--- config.mk ---
export PLATFORM = sky130hd
export DESIGN_NAME = tism_div
export DESIGN_NICKNAME = d
export VERILOG_FILES = /design/src/tism_pkg.sv /design/src/tism_div.sv
export SDC_FILE = /design/constraint.sdc
export NUM_CORES = 1
export LEC_CHECK = 0
export ABC_AREA = 0
export BUFFER_PORTS_ARGS = -buffer_cell sky130_fd_sc_hd__buf_2
export CAP_MARGIN = 5
export CORE_UTILIZATION = 60
export CTS_BUF_LIST = sky130_fd_sc_hd__clkbuf_8 sky130_fd_sc_hd__clkbuf_16
export CTS_CLUSTER_DIAMETER = 200
export CTS_CLUSTER_SIZE = 14
export DETAILED_ROUTE_END_ITERATION = 6
export PLACE_DENSITY_LB_ADDON = 0.2
export SLEW_MARGIN = 25
export SYNTH_ARGS = -nofsm -noshare
export SYNTH_HDL_FRONTEND = slang
export SYNTH_SLANG_ARGS = --single-unit
--- constraint.sdc ---
create_clock -name clk -period 14.2 [get_ports clk]
set_input_delay 1.42 -clock clk [delete_from_list [all_inputs] [get_ports clk]]
set_output_delay 1.42 -clock clk [all_outputs]
set_load 0.05 [all_outputs]
--- src/tism_pkg.sv ---
package tism_pkg;

    // Table geometry
    localparam int TABLE_DEPTH = 64;
    localparam int IDX_W       = $clog2(TABLE_DEPTH);
    localparam int CNT_W       = $clog2(TABLE_DEPTH + 1);

    // Word field widths
    localparam int COUNT_W       = 7;
    localparam int KIND_W        = 1;
    localparam int ENTRY_INDEX_W = 6;
    localparam int CONC_W        = 15;
    localparam int DENS_W        = 16;
    localparam int VOL_W         = 20;
    localparam int MASS_W        = 32;
    localparam int STATUS_W      = 2;

    // Arithmetic
    localparam int VD_W              = VOL_W + DENS_W;
    localparam int MASS_PROD_W       = VD_W + CONC_W;
    localparam int MASS_SHIFT        = 16;
    localparam int PERCENT_SCALE     = 100;
    localparam int DIV_NUM_W         = 36;
    localparam int DIV_DEN_W         = 16;
    localparam int DIV_BITS_PER_STEP = 2;
    localparam int DIV_STEPS         = DIV_NUM_W / DIV_BITS_PER_STEP;
    localparam int DIV_CNT_W         = $clog2(DIV_STEPS + 1);

    // Command queue
    localparam int QUEUE_DEPTH = 2;
    localparam int QPTR_W      = (QUEUE_DEPTH > 1) ? $clog2(QUEUE_DEPTH) : 1;
    localparam int QCNT_W      = $clog2(QUEUE_DEPTH + 1);

    // Register port
    localparam int PADDR_W = 3;
    localparam int PDATA_W = 32;
    localparam logic [PADDR_W-3:0] REG_TABLE_COUNT = '0;

    // Input kind codes
    localparam logic [KIND_W-1:0] KIND_WRITE = 1'b0;
    localparam logic [KIND_W-1:0] KIND_QUERY = 1'b1;

    // Result status codes
    localparam logic [STATUS_W-1:0] ST_OK      = 2'd0;
    localparam logic [STATUS_W-1:0] ST_RANGE   = 2'd1;
    localparam logic [STATUS_W-1:0] ST_WRITTEN = 2'd2;

    typedef enum logic [1:0] {
        CMD_WRITE,
        CMD_SKIP_WRITE,
        CMD_QUERY,
        CMD_EMPTY
    } cmd_kind_t;

    typedef struct packed {
        cmd_kind_t           kind;
        logic                empty_hit;
        logic [IDX_W-1:0]    idx;
        logic [CONC_W-1:0]   conc;
        logic [DENS_W-1:0]   dens;
        logic [CONC_W-1:0]   tgt;
        logic [VOL_W-1:0]    vol;
        logic [CNT_W-1:0]    n;
    } cmd_t;

    typedef struct packed {
        logic                 start;
        logic [DIV_NUM_W-1:0] num;
        logic [DIV_DEN_W-1:0] den;
    } div_req_t;

    typedef struct packed {
        logic                 busy;
        logic                 done;
        logic [DIV_NUM_W-1:0] quot;
    } div_rsp_t;

    typedef enum logic [2:0] {
        BK_IDLE,
        BK_SCAN,
        BK_INT_MUL,
        BK_INT_WAIT,
        BK_VD_MUL,
        BK_T_MUL,
        BK_MASS_WAIT,
        BK_DONE
    } back_state_t;

endpackage

--- src/tism_div.sv ---
module tism_div
    import tism_pkg::*;
(
    input  logic     clk,
    input  logic     rst_n,
    input  div_req_t req,
    output div_rsp_t rsp
);

    logic [DIV_NUM_W-1:0] quo_reg, quo_next;
    logic [DIV_DEN_W:0]   rem_reg, rem_next;
    logic [DIV_DEN_W-1:0] den_reg, den_next;
    logic [DIV_CNT_W-1:0] cnt_reg, cnt_next;
    logic                 busy_reg, busy_next;
    logic                 done_reg, done_next;

    // restoring division, two quotient bits a cycle
    always_comb
    begin
        logic [DIV_DEN_W:0]   r;
        logic [DIV_NUM_W-1:0] q;

        r = rem_reg;
        q = quo_reg;
        for (int k = 0; k < DIV_BITS_PER_STEP; k++)
        begin
            r = {r[DIV_DEN_W-1:0], q[DIV_NUM_W-1]};
            q = {q[DIV_NUM_W-2:0], 1'b0};
            if (r >= {1'b0, den_reg})
            begin
                r    = r - {1'b0, den_reg};
                q[0] = 1'b1;
            end
        end

        quo_next  = quo_reg;
        rem_next  = rem_reg;
        den_next  = den_reg;
        cnt_next  = cnt_reg;
        busy_next = busy_reg;
        done_next = 1'b0;

        if (req.start)
        begin
            quo_next  = req.num;
            rem_next  = '0;
            den_next  = req.den;
            cnt_next  = DIV_CNT_W'(DIV_STEPS);
            busy_next = 1'b1;
        end
        else if (busy_reg)
        begin
            quo_next = q;
            rem_next = r;
            cnt_next = cnt_reg - DIV_CNT_W'(1);
            if (cnt_reg == DIV_CNT_W'(1))
            begin
                busy_next = 1'b0;
                done_next = 1'b1;
            end
        end

        rsp.busy = busy_reg;
        rsp.done = done_reg;
        rsp.quot = quo_reg;
    end

    always_ff @(posedge clk or negedge rst_n)
    begin
        if (!rst_n)
        begin
            busy_reg <= 1'b0;
            done_reg <= 1'b0;
            cnt_reg  <= '0;
        end
        else
        begin
            busy_reg <= busy_next;
            done_reg <= done_next;
            cnt_reg  <= cnt_next;
        end
    end

    always_ff @(posedge clk)
    begin
        quo_reg <= quo_next;
        rem_reg <= rem_next;
        den_reg <= den_next;
    end

endmodule

Word level (Yosys, flattened, before mapping). Index checks and enable logic that the tools add are counted.

Mux-type cells: 14. Reduce and logical (&&, ||, !) cells: 1. Add/subtract/negate cells: 3. Equality and inequality tests: 1. Order comparisons: 2.

Operators with widths (count): 36-bit 2-to-1 mux (2); 17-bit by 16-bit greater-or-equal comparator with 1-bit output (2); 16-bit 2-to-1 mux (2); 16-bit subtractor (2); 5-bit 2-to-1 mux (2); 1-bit 2-to-1 mux (8); 5-bit by 1-bit == test with 1-bit output, second input constant (1); 5-bit by 1-bit subtractor with 5-bit output, second input constant (1); 2-bit nonzero test (1).

Word-level logic and storage cells: 27. Input port bits: 55. Register bits after elaboration: 75. Output and inout port bits: 38.

Logic depth before layout (Yosys ltp). Gate-level depths: netlist of the first run.

Depth in word-level cells: 6. Mapped depth: 21.

Worst setup path before layout of the first run. OpenSTA, ideal clock, no wires.

Path kind: register -> register. Start point: reg quo_reg[35]. End point: reg quo_reg[0] (data pin). Clock period less this slack: 4619 ps. Arrival: 4359 ps. Path slack: 9581 ps. Buffers on the path: 2. Required time: 13940 ps. Stages on the path, launching flop included: 20. Cells stage by stage: edfxtp_1 > inv_1 > ha_1 > inv_1 > a21o_1 > a211o_1 > a211oi_2 > o21ai_2 > clkbuf_1 > a21oi_1 > ha_1 > nor2b_1 > o2111a_1 > o21ai_0 > a21oi_1 > o221ai_1 > o221a_2 > o21ai_4 > buf_4 > mux2_2.

Word-level cells in the longest chain between the ends: 6. Elaborated cells on any way between the ends: 7. Classes of those cells: add/sub: 1; order compare: 2; mux: 4.

RTL lines: start: declaration (line tism_div.sv:10) `logic [DIV_NUM_W-1:0] quo_reg, quo_next;`; start signal: assignment (line tism_div.sv:86) `quo_reg <= quo_next;`; 16-bit subtractor or 17-bit by 16-bit greater-or-equal comparator with 1-bit output (tied branches) (line tism_div.sv:31, tism_div.sv:29); 16-bit 2-to-1 mux * (line tism_div.sv:29) `if (r >= {1'b0, den_reg})`; 17-bit by 16-bit greater-or-equal comparator with 1-bit output * (line tism_div.sv:29); 1-bit 2-to-1 mux * (line tism_div.sv:29); 36-bit 2-to-1 mux * (line tism_div.sv:51) `else if (busy_reg)`; 36-bit 2-to-1 mux * (line tism_div.sv:43) `if (req.start)`; named net quo_next[0] (line tism_div.sv:10).

Mark *: on every way through the listed nets, which the timed path passes. The rest lies on a longest branch. The select of a mux whose other input is x is not followed. A chain may end at the register's enable or synchronous reset.

Final worst setup path of the first run.
Start point: reg den_reg[1]. End point: reg rem_reg[8].

Word-level cells in the longest chain between the ends: 4. Elaborated cells on any way between the ends: 6. Classes of those cells: add/sub: 2; order compare: 2; mux: 2.

RTL lines: start: declaration (line tism_div.sv:12) `logic [DIV_DEN_W-1:0] den_reg, den_next;`; start signal: assignment (line tism_div.sv:88) `den_reg <= den_next;`; 16-bit subtractor or 17-bit by 16-bit greater-or-equal comparator with 1-bit output (tied branches) (line tism_div.sv:31, tism_div.sv:29); 16-bit 2-to-1 mux (line tism_div.sv:29); 16-bit subtractor or 17-bit by 16-bit greater-or-equal comparator with 1-bit output (tied branches) (line tism_div.sv:31, tism_div.sv:29); 16-bit 2-to-1 mux * (line tism_div.sv:29); end signal: assignment (line tism_div.sv:87) `rem_reg <= rem_next;`; end: declaration (line tism_div.sv:11) `logic [DIV_DEN_W:0] rem_reg, rem_next;`.

Mark *: on every way between the ends. The rest lies on a longest branch, timed or not.

==> reports/results.tsv, run 1 <==
metric	value	unit
outcome	finished, final reports clean	
Clock Skews	0.01733	ns
Critical Path Slowest Stage Cell	a211oi_2	
design area	5560	um2
Setup Fix Bufs, Post-CTS	0	
number of global-route vias before repair	3851	
critical path, cell by cell	inv_1, ha_1, a21o_1, a211o_1, a211oi_2, o21ai_4, a21oi_1, ha_1, nor2b_1, o2111a_1, o21ai_0, a21oi_1, o221ai_1, o221a_2, o21a_4, nor3_1, a2111oi_1	
peak supply drop	140.1	uV
grt total ovfl	0	
Power per Cell Area	238.9	nW/um2
Synth Register Bits	75	
Synth Warn #	0	
fraction of final layout cells with drive strength greater than 1	31.26	%
final wirelength	11270	um
placed insts	633	
global-route wire length before repair	18110	um
Clock transition at path regs	0.09	ns
area post-placement	5283	um2
core area	7687	um2
CTS Hold Buffers Added	0	
RePlAce Congestion	0.9139	
Hold Path Depth	2	
initial antenna violation count	0	
Area Growth Syn to Fin	17.01	%
fmax	199.5	MHz
initial core utilization	61.82	%
max_slew headroom	43.30	%
Clock Sinks	75	
# nets final	633	
Setup TNS	0	ns
leakage power total	2.502	nW
R2R cell count	17	
Mapped Cells	452	
FFs w/ async S/R, synth	9.333	%
crit-path max FO	27	
CP required	14.44	ns
CTS Buf Count	9	
Final setup viols	0	
DRC	0	
Reg2Reg Launch Point	den_reg[1]	
Reg2Reg Setup Slack	9.19	ns
# rows	32	
Via-to-Cell Ratio	5.824	
period utilisation layout	35.30	%
Max Slew Vio Count	0	
Netlist cell types	58	
sequential-to-total area share from yosys stat	43.29	%
Post-synth EDFFs	52	
Post-Syn Area per Cell	10.51	um2
Place WS	9.010	ns
max FFs per register	36	
Die Width	91.00	um
drt first pass iters	4	
hold path startpoint	rem_reg[11]	
TritonCTS clock tree	done	
RSZ-0062 raised after global routing	no	
worst setup margin	9.187	ns
post-layout minimum cycle time	5.013	ns
total of max-cap violations	0	
CTS H-tree depth	3	
worst hold path type	reg2reg	
IO Pins	93	
clock buffer depth	2	
Worst setup SP type	register	
die area	8280	um2
post-route ant nets	0	
Mapped Nets	543	
R2R Path End	rem_reg[8]	
Syn Std Cell Area	4752	um2
DR vias	3780	
post-cts sizing count	0	
Worst Hold End	rem_reg[11]	
n_diodes	0	
DP HPWL	7948	um
Synth Flop Type	edfxtp_1	
Global Route Usage Sum	28.11	%
Non-Filler Instances	649	
I/O Buffers	92	
average wire per standard cell	17.37	um
die height	91.00	um
Critical Path Max Stage Delay	0.41	ns
Final Hold Viols	0	
most frequent cells in the layout	buf_2 (92), edfxtp_1 (52), nor2_1 (46), mux2_2 (40), nand2_1 (39)	
worst-skew pair later-pin latency	0.37	ns
WS Path Type	reg2reg	
Slew @ Worst Pin	0.8506	ns
CTS root buffer	clkbuf_8	
Worst EP arrival	5.25	ns
initial drt markers	221	
pin count of the biggest net entering global routing	68	
Worst Setup End Kind	register	
commonest non-fill, non-tap cell in the layout	buf_2	
## logic make-up after synthesis
logic type	after synthesis	share of synthesized area [%]
AND/OR/NAND/NOR	121	11.45
flip-flops	75	43.29
buffers and inverters	46	4.054
AO/OA/AOI/OAI	101	15.59
adder cells (fa/ha/maj)	36	9.795
multiplexers	44	10.32
XOR/XNOR	29	5.503
## cells in the mapped netlist (5+ instances only)
library cell / n / share of area, %
o21ai_0: 16 / 1.7
mux2_2: 40 / 9.5
clkbuf_1: 11 / 0.87
inv_1: 29 / 2.3
nand3_1: 5 / 0.53
nand2_1: 39 / 3.1
dfxtp_1: 16 / 6.7
a311oi_2: 7 / 2.2
xnor2_1: 15 / 2.8
xor2_1: 13 / 2.4
dfrtp_1: 7 / 3.7
edfxtp_1: 52 / 33
ha_1: 34 / 9.0
nor3_1: 5 / 0.53
a21o_1: 9 / 1.4
nand2b_1: 5 / 0.66
a21oi_1: 35 / 3.7
nor2_1: 46 / 3.6
## where the power goes
group / total [mW] / switching [mW] / internal [mW]
registers: 0.309 / 0.0288 / 0.280
clock network: 0.225 / 0.0894 / 0.136
logic: 0.795 / 0.473 / 0.321
## worst max path at each step
| stage | from | cells past startpoint | slack, ns | end |
|---|---|---|---|---|
| 2_1_floorplan | quo_reg[35] | 19 | 9.58 | quo_reg[0] |
| 3_3_place_gp | den_reg[12] | 18 | 9.30 | quo_reg[0] |
| 3_5_place_dp | den_reg[11] | 19 | 9.01 | rem_reg[8] |
| 4_1_cts | den_reg[11] | 19 | 8.99 | rem_reg[8] |
| 5_1_grt | den_reg[11] | 19 | 8.86 | rem_reg[8] |
| 6_report | den_reg[1] | 17 | 9.19 | rem_reg[8] |
## critical path, delay by kind of cell, from the launching register on
family,cells,cell delay [ns]
compound gates,12,3.49
fa+ha+maj,2,0.62
flops,1,0.36
simple gates,2,0.23
buf+inv,1,0.17
## through the flow
step	hold WS [ns]	utilization (%)	total power, mW
2_1_floorplan	0.4392	-	0.9424
3_3_place_gp	0.4755	68.72	1.064
3_5_place_dp	0.4845	68.72	1.080
4_1_cts	0.4999	72.23	1.318
5_1_grt	0.5388	72.33	1.419
6_report	0.5046	72.33	1.329
## final cells by class
type                    count  area [um2]
inverters                  30       112.6
well taps                 102       127.6
clock inverters             7       146.4
clock buffers               9       123.9
repair buffers             95       483.0
multi-input cells         331        2510
fillers                   571        2127
flip-flops and latches     75        2057
## per-layer routing
metal | share of wire, % | track usage (%) | vias up
li1 | - | - | 1819
met1 | 42 | 34.79 | 1810
met2 | 51 | 48.55 | 129
met3 | 5.0 | 5.444 | 22
met4 | 2.0 | 10.85 | 0
met5 | 0 | 0 | -
(Power assumes the default switching activity.)
==> run 2: changes to the inputs <==
--- a/config.mk
+++ b/config.mk
@@ -5,10 +5,10 @@
 export SDC_FILE = /design/constraint.sdc
 export NUM_CORES = 1
 export LEC_CHECK = 0
-export ABC_AREA = 0
+export ABC_AREA = 1
 export BUFFER_PORTS_ARGS = -buffer_cell sky130_fd_sc_hd__buf_2
 export CAP_MARGIN = 5
-export CORE_UTILIZATION = 60
+export CORE_UTILIZATION = 51
 export CTS_BUF_LIST = sky130_fd_sc_hd__clkbuf_8 sky130_fd_sc_hd__clkbuf_16
 export CTS_CLUSTER_DIAMETER = 200
 export CTS_CLUSTER_SIZE = 14
==> constraint.sdc (replaced) <==
create_clock -name clk -period 4.5 [get_ports clk]
set_input_delay 0.45 -clock clk [delete_from_list [all_inputs] [get_ports clk]]
set_output_delay 0.45 -clock clk [all_outputs]
set_load 0.05 [all_outputs]
==> reports/results.tsv, run 2 <==
metric	value	unit	change
largest family of logic cells by synthesized area	simple AND/OR/NAND/NOR gates		was compound AO/OA/AOI/OAI gates
worst-skew pair later-pin latency	0.35	ns	was 0.37 ns
Post-synth EDFFs	52		unchanged
most frequent cells after synthesis	nand2_1 (297), inv_1 (95), nand3_1 (54)		was edfxtp_1 (52), nor2_1 (46), mux2_2 (40)
Slew @ Worst Pin	0.7465	ns	was 0.8506 ns
DR vias	4723		was 3780
Worst Setup End Kind	register		unchanged
Final Hold Viols	0		unchanged
most frequent cells in the layout	nand2_1 (297), inv_1 (99), buf_2 (92), nand3_1 (54), edfxtp_1 (52)		was buf_2 (92), edfxtp_1 (52), nor2_1 (46), mux2_2 (40), nand2_1 (39)
Post-Synth XOR/XNOR Area	3.372	%	was 5.503%
Netlist cell types	37		was 58
Syn Std Cell Area	5195	um2	was 4752 um2
IO Pins	93		unchanged
TritonCTS clock tree	done		unchanged
total of max-cap violations	0		unchanged
Non-Filler Instances	941		was 649
DP HPWL	9963	um	was 7948 um
CTS root buffer	clkbuf_8		unchanged
sequential-to-total area share from yosys stat	39.60	%	was 43.29%
top cell type's share of synthesized area	30.06	%	was 32.86%
commonest non-fill, non-tap cell in the layout	nand2_1		was buf_2
simple-gate portion of the synthesized area	33.31	%	was 11.45%
Critical Path Slowest Stage Cell	ha_1		was a211oi_2
CTS H-tree depth	3		unchanged
Area Growth Syn to Fin	14.26	%	was 17.01%
number of global-route vias before repair	4607		was 3851
# rows	36		was 32
Final setup viols	0		unchanged
Reg2Reg Launch Point	den_reg[11]		was den_reg[1]
leakage power total	3.261	nW	was 2.502 nW
I/O Buffers	92		unchanged
Area contributors post-synth	edfxtp_1 (30%), nand2_1 (21%), ha_1 (8.2%)		was edfxtp_1 (33%), mux2_2 (9.5%), ha_1 (9.0%)
peak supply drop	288.0	uV	was 140.1 uV
Worst EP arrival	4.25	ns	was 5.25 ns
core area	9819	um2	was 7687 um2
Synth Register Bits	75		unchanged
max_slew headroom	50.18	%	was 43.30%
Mapped Nets	806		was 543
final wirelength	12650	um	was 11270 um
placed insts	924		was 633
WS Path Type	reg2reg		unchanged
initial antenna violation count	0		unchanged
worst hold path type	in2reg		was reg2reg
Critical Path Max Stage Delay	0.41	ns	about the same
Die Width	102.9	um	was 91.00 um
post-synthesis mux area share	0	%	was 10.32%
fmax	252.6	MHz	was 199.5 MHz
n_diodes	0		unchanged
cell taking the most area after synthesis	edfxtp_1		unchanged
hold path startpoint	req[2]		was rem_reg[11]
RePlAce Congestion	0.9834		was 0.9139
Global Route Usage Sum	26.58	%	was 28.11%
Synth Flop Type	edfxtp_1		unchanged
Top cell by count, worst path	nand2_1		
drt first pass iters	5		was 4
complex-gate fraction of the synthesized area	5.299	%	was 15.59%
Via-to-Cell Ratio	5.019		was 5.824
die height	102.9	um	was 91.00 um
Clock Skews	0.006631	ns	was 0.01733 ns
Worst setup SP type	register		unchanged
Max Slew Vio Count	0		unchanged
Critical Path Start	den_reg[11]		was den_reg[1]
global-route wire length before repair	21430	um	was 18110 um
Clock Sinks	75		unchanged
Setup TNS	0	ns	unchanged
final design utilization	60.45	%	was 72.33%
Setup Fix Bufs, Post-CTS	0		unchanged
crit-path max FO	20		was 27
Largest delay share family, worst path	simple AND/OR/NAND/NOR gates		was compound AO/OA/AOI/OAI gates
Mapped Cells	715		was 452
fraction of final layout cells with drive strength greater than 1	15.97	%	was 31.26%
Synth Warn #	0		unchanged
CP required	4.79	ns	was 14.44 ns
pin count of the biggest net entering global routing	57		was 68
max FFs per register	36		unchanged
FFs w/ async S/R, synth	9.333	%	unchanged
DRC	0		unchanged
critical path, cell by cell	inv_1, ha_1, nand2_2, nor2_2, inv_2, nor3_4, nand2_2, nand2_2, nand2_1, nand2_1, inv_1, ha_1, a21oi_1, o21ai_1, inv_1, nand2_1, nand3_1, nand2_1, nand2_2, nand3_4, nand2_1, nand3_1, nand2_1		was inv_1, ha_1, a21o_1, a211o_1, a211oi_2, o21ai_4, a21oi_1, ha_1, nor2b_1, o2111a_1, o21ai_0, a21oi_1, o221ai_1, o221a_2, o21a_4, nor3_1, a2111oi_1
average wire per standard cell	13.44	um	was 17.37 um
most common cell in the netlist	nand2_1		was edfxtp_1
post-layout minimum cycle time	3.958	ns	was 5.013 ns
CTS Buf Count	9		unchanged
area share of fa/ha/maj cells after synthesis	8.960	%	was 9.795%
design area	5936	um2	was 5560 um2
initial drt markers	287		was 221
die area	10590	um2	was 8280 um2
initial core utilization	52.91	%	was 61.82%
Post-Syn Area per Cell	7.266	um2	was 10.51 um2
clock buffer depth	2		unchanged
# nets final	894		was 633
area post-placement	5734	um2	was 5283 um2
grt total ovfl	0		unchanged
RSZ-0062 raised after global routing	no		unchanged
Clock transition at path regs	0.07	ns	was 0.09 ns
outcome	finished, final reports clean		unchanged
period utilisation layout	87.96	%	was 35.30%
Power per Cell Area	752.2	nW/um2	was 238.9 nW/um2
post-route ant nets	0		unchanged
CP bufs+invs	4		was 1
[run 2: area by class of cell]
cell class | count | area, um2
Clock buffer | 9 | 123.9
Clock inverter | 7 | 57.56
Fill cell | 971 | 3884
Inverter | 101 | 379.1
Multi-Input combinational cell | 520 | 2659
Sequential cell | 75 | 2057
Tap cell | 133 | 166.4
Timing Repair Buffer | 96 | 493.0
[run 2: path summary, 6_finish.rpt]
check                              to  slack (ns)  cells after the start
hold reg to reg            rem_reg[1]        0.47                      2
min in group asynchronous  cnt_reg[0]        0.45                      2
setup / recovery           rem_reg[4]        0.54                     23
hold / removal             den_reg[2]        0.27                      1
setup reg to reg           rem_reg[4]        0.54                     23
max in group asynchronous    done_reg        3.89                      2
[run 2: per-layer routing]
layer  wire (um)  up-vias  GRT usage, %
met3         749       22         5.492
met1        5808     2107         34.56
li1            -     2445             -
met2        5831      149         43.33
met5           0        -             0
met4         261        0         10.83
[run 2: cells by family (layout without fill, tap and decap cells)]
kind of cell | after synthesis | after routing
compound gates | 51 | 51
simple gates | 413 | 413
flops | 75 | 75
buf+inv | 120 | 213
fa+ha+maj | 36 | 36
xor+xnor | 20 | 20
[run 2: what timing repair did]
| item | CTS | global route |
|---|---|---|
| gates resized for setup | 0 | 1 |
| hold endpoints to repair | 7 | 0 |
| hold buffers | 1 | 0 |
| setup endpoints to repair | 0 | 16 |
[run 2: worst register-to-register path, cell delays in order (launching register included)]
cell      delay, ns
edfxtp_1       0.34
inv_1          0.10
ha_1           0.41
nand2_2        0.11
nor2_2         0.15
inv_2          0.07
nor3_4         0.20
nand2_2        0.11
nand2_2        0.28
nand2_1        0.11
nand2_1        0.15
inv_1          0.06
ha_1           0.33
a21oi_1        0.21
o21ai_1        0.12
inv_1          0.07
nand2_1        0.09
nand3_1        0.10
nand2_1        0.07
nand2_2        0.31
nand3_4        0.25
nand2_1        0.13
nand3_1        0.07
nand2_1        0.08
[run 2: stage by stage]
stage          hold WS, ns  total power, mW  setup WS [ns]
5_1_grt             0.2377            4.925        0.06522
3_3_place_gp        0.2939            3.879         0.4709
6_report            0.2672            4.465         0.5419
4_1_cts             0.2480            4.439         0.3810
2_1_floorplan       0.1544            3.383          1.036
3_5_place_dp        0.2962            3.924         0.4162
[run 2: where the power goes]
part | internal (mW) | switching, mW
Clock | 0.247 | 0.234
Sequential | 0.883 | 0.0889
Combinational | 1.04 | 1.97
Total | 2.17 | 2.29
==> run 3: changes to the inputs <==
--- a/config.mk
+++ b/config.mk
@@ -8,7 +8,7 @@
 export ABC_AREA = 1
 export BUFFER_PORTS_ARGS = -buffer_cell sky130_fd_sc_hd__buf_2
 export CAP_MARGIN = 5
-export CORE_UTILIZATION = 51
+export CORE_UTILIZATION = 57
 export CTS_BUF_LIST = sky130_fd_sc_hd__clkbuf_8 sky130_fd_sc_hd__clkbuf_16
 export CTS_CLUSTER_DIAMETER = 200
 export CTS_CLUSTER_SIZE = 14
==> constraint.sdc (replaced) <==
create_clock -name clk -period 3.9 [get_ports clk]
set_input_delay 0.39 -clock clk [delete_from_list [all_inputs] [get_ports clk]]
set_output_delay 0.39 -clock clk [all_outputs]
set_load 0.05 [all_outputs]
==> reports/results.tsv, run 3 (synthesis gave the netlist of run 2 again) <==
metric	value	unit	change
Design Power	5.514	mW	was 4.465 mW
Hold Path Depth	1		unchanged
WS Path Type	reg2reg		unchanged
DP HPWL	9981	um	was 9963 um
I/O Buffers	92		unchanged
Non-Filler Instances	924		was 941
crit-path max FO	10		was 20
max_slew headroom	53.24	%	was 50.18%
most frequent cells in the layout	nand2_1 (297), inv_1 (93), buf_2 (92), nand3_1 (54), edfxtp_1 (52)		was nand2_1 (297), inv_1 (99), buf_2 (92), nand3_1 (54), edfxtp_1 (52)
initial drt markers	482		was 287
worst hold path type	in2reg		unchanged
Slew @ Worst Pin	0.7007	ns	was 0.7465 ns
Clock Skews	0.01449	ns	was 0.006631 ns
Worst EP arrival	3.94	ns	was 4.25 ns
outcome	finished, final reports clean		unchanged
fmax	266.9	MHz	was 252.6 MHz
met2 usage	44.97	%	was 43.33%
Power per Cell Area	909.2	nW/um2	was 752.2 nW/um2
CTS H-tree depth	3		unchanged
Clock transition at path regs	0.09	ns	was 0.07 ns
initial core utilization	59.28	%	was 52.91%
peak supply drop	406.2	uV	was 288.0 uV
# rows	34		was 36
leakage power total	3.310	nW	was 3.261 nW
Clock Sinks	75		unchanged
GR met1 Demand/Resource	38.44	%	was 34.56%
grt total ovfl	0		unchanged
die area	9499	um2	was 10590 um2
CP required	4.10	ns	was 4.79 ns
Final setup viols	0		unchanged
clock buffer depth	2		unchanged
IO Pins	93		unchanged
max FFs per register	36		unchanged
Final Hold Viols	0		unchanged
number of global-route vias before repair	4675		was 4607
global-route wire length before repair	21400	um	was 21430 um
Critical Path Max Stage Delay	0.39	ns	was 0.41 ns
Setup TNS	0	ns	unchanged
Global Route Usage Sum	28.07	%	was 26.58%
area post-placement	5715	um2	was 5734 um2
placed insts	901		was 924
Worst setup SP type	register		unchanged
fraction of final layout cells with drive strength greater than 1	18.87	%	was 15.97%
final wirelength	13170	um	was 12650 um
die height	97.47	um	was 102.9 um
CTS Buf Count	9		unchanged
commonest non-fill, non-tap cell in the layout	nand2_1		unchanged
Via-to-Cell Ratio	5.294		was 5.019
post-route ant nets	0		unchanged
Worst Setup End Kind	register		unchanged
n_diodes	0		unchanged
Top cell by count, worst path	nand2_1		unchanged
worst-skew pair later-pin latency	0.36	ns	was 0.35 ns
average wire per standard cell	14.25	um	was 13.44 um
# nets final	903		was 894
FILL cells	743		was 971
CTS root buffer	clkbuf_8		unchanged
design area	6065	um2	was 5936 um2
DR vias	4892		was 4723
R2R cell count	21		was 23
period utilisation layout	96.06	%	was 87.96%
Max Slew Vio Count	0		unchanged
RePlAce Congestion	1.073		was 0.9834
Die Width	97.47	um	was 102.9 um
DRC	0		unchanged
initial antenna violation count	0		unchanged
drt first pass iters	6		was 5
critical path, cell by cell	inv_1, ha_1, nand2_1, nor2_2, nand4_1, nand3_2, clkinvlp_4, nand2_4, nand2_1, nand2_1, inv_1, ha_2, a21oi_2, o21ai_1, inv_1, nand2_1, nand3_1, nand2_1, nand2_4, buf_4, a31oi_1		was inv_1, ha_1, nand2_2, nor2_2, inv_2, nor3_4, nand2_2, nand2_2, nand2_1, nand2_1, inv_1, ha_1, a21oi_1, o21ai_1, inv_1, nand2_1, nand3_1, nand2_1, nand2_2, nand3_4, nand2_1, nand3_1, nand2_1
pin count of the biggest net entering global routing	41		was 57
GRT busiest layer	met2		unchanged
total of max-cap violations	0		unchanged
GR Util met3	4.388	%	was 5.492%
Area Growth Syn to Fin	16.74	%	was 14.26%
core area	8763	um2	was 9819 um2
post-layout minimum cycle time	3.746	ns	was 3.958 ns
Critical Path Slowest Stage Cell	ha_2		was ha_1
TritonCTS clock tree	done		unchanged
[run 3: changes by cell type in the layout (fill, tap and decap cells not counted), moves of 3 or more]
cell and delta:
ha_2 +5, nand2_4 +4, ha_1 -5, inv_1 -6, o21ai_2 +3, buf_4 +6
nand2_2 -3
[run 3: what timing repair did]
item,in CTS,in global routing
pin swaps,0,5
hold endpoints to repair,7,0
hold buffers,1,0
gates resized for setup,2,18
gates cloned,0,2
buffers inserted,0,5
endpoints found under the setup margin,16,17
[run 3: final timing paths]
check                            from          to  slack [ns]
setup reg to reg           den_reg[4]  quo_reg[0]        0.15
hold reg to reg            rem_reg[9]  rem_reg[9]        0.48
hold / removal                 req[4]  den_reg[4]        0.20
min in group asynchronous       rst_n  cnt_reg[0]        0.40
setup / recovery           den_reg[4]  quo_reg[0]        0.15
max in group asynchronous       rst_n    busy_reg        3.35
[run 3: power by group]
part	switching, mW	leakage, nW	total, mW	internal [mW]
registers	0.108	0.766	1.13	1.02
logic	2.41	2.45	3.78	1.37
clock network	0.313	0.0938	0.612	0.300
[run 3: layout make-up]
cell class	instances	area, um2	share of cell area (%)
tap	108	135.1	2.228
timing repair buffer	103	558.0	9.202
multi-input combinational	522	2734	45.08
clock inverter	6	73.82	1.217
clock buffer	9	123.9	2.043
sequential	75	2057	33.92
inverter	101	382.9	6.313
[run 3: layer usage]
metal	wire length [um]	part of all wire, %	vias to the layer above
met2	6033	46	212
met3	862	6.5	34
li1	-	-	2454
met4	359	2.7	0
met5	0	0	-
met1	5914	45	2192
[run 3: worst max-delay path, delay by kind of cell, from the launching register on]
family                     cells  cell delay (ns)
AOI/OAI and AO/OA              3             0.43
and+or+nand+nor               11             1.49
adders and majority gates      2             0.76
DFF                            1             0.33
buffers and inverters          5             0.57
[run 3: through the flow]
step | hold WS, ns | utilization [%] | setup slack [ns]
2_1_floorplan | 0.09441 | - | 0.4357
3_3_place_gp | 0.2285 | 65.22 | 0.1229
3_5_place_dp | 0.2366 | 65.22 | -0.04648
4_1_cts | 0.1899 | 67.73 | 0.02627
5_1_grt | 0.1817 | 69.20 | -0.05567
6_report | 0.1990 | 69.20 | 0.1537
